===== config.mk =====
export PLATFORM = sky130hd
export DESIGN_NAME = rmrf_cell
export DESIGN_NICKNAME = d
export VERILOG_FILES = /design/src/rtl/running_median_rank_filter_assert.svh /design/src/rtl/rmrf_pkg.sv /design/src/rtl/rmrf_cell.sv
export SDC_FILE = /design/constraint.sdc
export NUM_CORES = 1
export LEC_CHECK = 0
export BUFFER_PORTS_ARGS = -buffer_cell sky130_fd_sc_hd__buf_2
export CORE_MARGIN = 4
export CORE_UTILIZATION = 35
export DETAILED_ROUTE_END_ITERATION = 12
export GPL_TIMING_DRIVEN = 0
export SLEW_MARGIN = 20
export SYNTH_ARGS = -nofsm -noshare
export SYNTH_HDL_FRONTEND = slang
export SYNTH_SLANG_ARGS = --single-unit

===== constraint.sdc =====
create_clock -name i_clk -period 4.65 [get_ports i_clk]
set_clock_uncertainty 0.2 [all_clocks]
set_input_delay 0.6975 -clock i_clk [delete_from_list [all_inputs] [get_ports i_clk]]
set_output_delay 0.6975 -clock i_clk [all_outputs]
set_load 0.1 [all_outputs]

===== src/rtl/running_median_rank_filter_assert.svh =====
// Assertion macros for the running median rank filter.
`ifndef RUNNING_MEDIAN_RANK_FILTER_ASSERT_SVH
`define RUNNING_MEDIAN_RANK_FILTER_ASSERT_SVH
`ifndef SYNTH
`define RMRF_ASSERT_NOW(label, ante, cons) \
    label: assert property (@(posedge i_clk) disable iff (!i_rst_n) (ante) |-> (cons)) \
        else $error("rmrf assertion failed");
`define RMRF_ASSERT_NEXT(label, ante, cons) \
    label: assert property (@(posedge i_clk) disable iff (!i_rst_n) (ante) |=> (cons)) \
        else $error("rmrf assertion failed");
`else
`define RMRF_ASSERT_NOW(label, ante, cons)
`define RMRF_ASSERT_NEXT(label, ante, cons)
`endif
`endif


===== src/rtl/rmrf_pkg.sv =====
package rmrf_pkg;

    localparam int MAX_WINDOW = 64;
    localparam int IDX_W      = $clog2(MAX_WINDOW);
    localparam int CNT_W      = $clog2(MAX_WINDOW + 1);
    localparam int SAMPLE_W   = 32;
    localparam int ADDR_W     = 3;
    localparam int DATA_W     = 32;

    localparam logic [ADDR_W-1:0] ADDR_WINDOW_LENGTH  = 3'd0;
    localparam logic [CNT_W-1:0]  WINDOW_LENGTH_RESET = CNT_W'(5);

    typedef logic signed [SAMPLE_W-1:0] t_sample;
    typedef logic [CNT_W-1:0]           t_cnt;
    typedef logic [IDX_W-1:0]           t_idx;

    typedef struct packed {
        logic    shift;
        logic    count;
        t_idx    bcast_idx;
        t_sample bcast;
        t_cnt    rank_sel;
        t_cnt    len;
    } t_cell_ctl;

endpackage


===== src/rtl/rmrf_cell.sv =====
module rmrf_cell (
    input  logic                i_clk,
    input  rmrf_pkg::t_cell_ctl i_ctl,
    input  rmrf_pkg::t_idx      i_index,
    input  rmrf_pkg::t_sample   i_prev_sample,
    input  rmrf_pkg::t_sample   i_next_probe,
    output rmrf_pkg::t_sample   o_sample,
    output rmrf_pkg::t_sample   o_probe,
    output logic                o_hit
);

    rmrf_pkg::t_sample r_sample;
    rmrf_pkg::t_sample r_probe;
    rmrf_pkg::t_cnt    r_rank;
    logic              below;

    // an older equal sample ranks below this one
    assign below = (i_ctl.bcast < r_sample) ||
                   ((i_ctl.bcast == r_sample) && (i_ctl.bcast_idx > i_index));

    always_ff @(posedge i_clk) begin
        if (i_ctl.shift) begin
            r_sample <= i_prev_sample;
            r_probe  <= i_prev_sample;
            r_rank   <= rmrf_pkg::CNT_W'(1);
        end else if (i_ctl.count) begin
            r_probe <= i_next_probe;
            if (below) begin
                r_rank <= r_rank + rmrf_pkg::CNT_W'(1);
            end
        end
    end

    assign o_sample = r_sample;
    assign o_probe  = r_probe;
    assign o_hit    = (r_rank == i_ctl.rank_sel) &&
                      ({1'b0, i_index} < i_ctl.len);

endmodule

==> flow_metrics.tcl <==
set metrics [dict create \
    cts_resized 0 \
    drive_gt1_share_pct 47.5 \
    hold_class "in2reg" \
    routabilityCongestion 0.817 \
    ios 190 \
    antenna_found_initial 0 \
    period_share_pct 71.9 \
    p_sw_share_pct 40.0 \
    p_comb_share_pct 35.2 \
    die_w_um 113 \
    first_pass_iters 4 \
    synthMuxAreaShare_pct 10.2 \
    area_delta_synth_final_pct 33.8 \
    antenna_left 0 \
    fp-row-count 38 \
    critical_path_required_ns 3.75 \
    htreeDepth 3 \
    fin_tns_setup_ns 0 \
    synth_seq_area_share_pct 53.6 \
    synth_ff_type "edfxtp_1" \
    hold_buffers 0 \
    final_util_pct 47.7 \
    p_leak_nw 2.47 \
    synth_nets 476 \
    synth_top_area_cell "edfxtp_1" \
    cts_num_sinks 71 \
    synth-simple-area-share_pct 7.86 \
    num_vias 3036 \
    cts-root-buf "clkbuf_8" \
    syn-mean-instance-area_sq_um 12.5 \
    criticalPathCategory "in2out" \
    clkLatencyLatePin_ns 0.34 \
    synthDistinctLibCells 40 \
    synth_top_family_by_area "adder cells" \
    ys_async_sr_fraction_pct 0 \
    drt-total-wl_um 9940 \
    diodes 0 \
    dieArea_sq_um 12700 \
    syn_area_sq_um 3850 \
    seqPwrFrac_pct 40.7 \
    grt_pass1_wl_um 15600 \
    p_int_mw 1.16 \
    ys_ff_latch 71 \
    synth_cells 307 \
    worst_slew_pin_slew_ns 0.865 \
    power.density_nw_per_um2 375 \
    layout_commonest_cell "buf_2" \
    vdd_drop_max_v 0.000212 \
    slew_headroom_pct 42.3 \
    synth_edf_count 64 \
    grt_usage_pct 15.7 \
    drc 0 \
    grt-ovfl-total 0 \
    yosysTopAreaCellShare_pct 49.9 \
    cp_max_fo 1 \
    max_cap_viol_count 0 \
    power.total_mw 1.93 \
    viasPerCell 4.66 \
    synth_adder_area_share_pct 14.3 \
    mostFrequentLayoutCells "buf_2 (189), edfxtp_1 (64), inv_1 (48)" \
    core_area_sq_um 10800 \
    rsz0062_at_grt "no" \
    portBuffers 189 \
    hold_viol_final 0 \
    p_switching_uw 773 \
    ys.warnings.count 0 \
    period_needed_ns 3.35 \
    synth_xor_area_share_pct 1.82 \
    share_clk_of_total_power_pct 24.1 \
    first_global_vias 3346 \
    synth_compound_area_share_pct 6.40 \
    fillerInstances 1011 \
    die_h_um 113 \
    nNetsFinal 676 \
    status "finished clean" \
    cp-end-kind "primary output" \
    finalMaxSlewViolations 0 \
    synth_area_leaders "edfxtp_1 (50%), ha_1 (14%), mux2_2 (9.4%)" \
    post-route-worst-setup-slack_ns 1.30 \
    dpl_worst_slack_ns 1.29 \
    routedWlPerCell_um 15.3 \
    postCtsSetupRepairBufs 0 \
    cts_buffer_depth 2 \
    arrival_ns 2.45 \
    cts_made_buffers 9 \
    path_clk_slew_ns 0.07 \
    dp_hpwl_um 8100 \
    max_freq_mhz 299 \
    tritoncts "done" \
    grt_start_max_net_pins 34 \
    drtIter0Drc 53 \
    start_kind "primary input" \
    start_util_pct 35.7 \
    finalSetupViolations 0 \
]
[critical path, cell delays in order]
cell and delay (ns):
buf_2 0.08, inv_1 0.03, ha_1 0.28, a21o_1 0.15, a21oi_1 0.18, nor2b_1 0.06
o21ai_0 0.14, nand2b_1 0.07, a21oi_1 0.14, nor2_1 0.05, nor3_1 0.11, buf_2 0.45
[worst paths after layout]
path | slack, ns | endpoint | from | cells past startpoint
max reg2reg | 1.86 | r_rank[5] | o_sample[31] | 10
max | 1.30 | o_hit | i_ctl[1] | 12
min | 0.34 | o_sample[27] | i_prev_sample[27] | 1
min reg2reg | 0.37 | r_rank[6] | r_rank[6] | 3
[layer usage]
| metal | share of wire (%) | routed length (um) | GRT usage (%) | vias up |
|---|---|---|---|---|
| met2 | 50 | 5010 | 28.0 | 103 |
| met1 | 40 | 3990 | 17.2 | 1419 |
| met3 | 8.4 | 831 | 5.83 | 8 |
| li1 | - | - | - | 1506 |
| met4 | 1.1 | 113 | 4.81 | 0 |
| met5 | 0 | 0 | 0 | - |
[logic make-up after synthesis]
| group | after synthesis |
|---|---|
| XOR/XNOR | 8 |
| adder cells (fa/ha/maj) | 44 |
| AO/OA/AOI/OAI | 40 |
| flip-flops | 71 |
| multiplexers | 35 |
| AND/OR/NAND/NOR | 55 |
| buffers and inverters | 54 |
[cell type report]
cell class                      count  area, sq um  share of cell area (%)
Sequential cell                    71         2060                    40.0
Multi-Input combinational cell    182         1560                    30.3
Timing Repair Buffer              189          946                    18.4
Inverter                           48          180                    3.50
Tap cell                          140          175                    3.40
Clock buffer                       11          131                    2.55
Clock inverter                      5         48.8                   0.947
Buffer                              6         45.0                   0.874
[power by group through the flow]
stage                     Sequential (mW)  Combinational (mW)  Clock, mW
after floorplan                      1.19               0.139          0
after global placement              0.797               0.676          0
after detailed placement            0.800               0.686          0
after CTS                           0.786               0.688      0.483
after global routing                0.793               0.721      0.510
final                               0.785               0.680      0.465
[through the flow]
step                hold WS [ns]  area [sq um]  instances
CTS                        0.318          5150        652
finish                     0.342          5150        652
floorplan                  0.323          3850        307
global placement           0.350          4970        636
detailed placement         0.370          4970        636
global route               0.316          5150        652
[flip-flops by register name, indices dropped and copies added, names as in the netlist]
signal / cells
r_rank: 7
o_probe: 32
o_sample: 32
[synth_stat cells (2+ instances only)]
cell type,number
nand3_1,8
o21ai_0,7
mux2_1,2
nor2b_1,4
nand4_1,11
buf_6,3
edfxtp_1,64
a21oi_2,2
inv_1,48
mux2_2,32
dfxtp_1,7
a21o_1,2
a21o_2,2
o21ai_1,2
a21oi_1,18
clkbuf_1,3
nor3_1,2
xnor2_1,8
nor2_1,7
ha_1,44
nand2_1,10
nand2b_1,3
No activity file was read; power rests on OpenSTA's default activity.
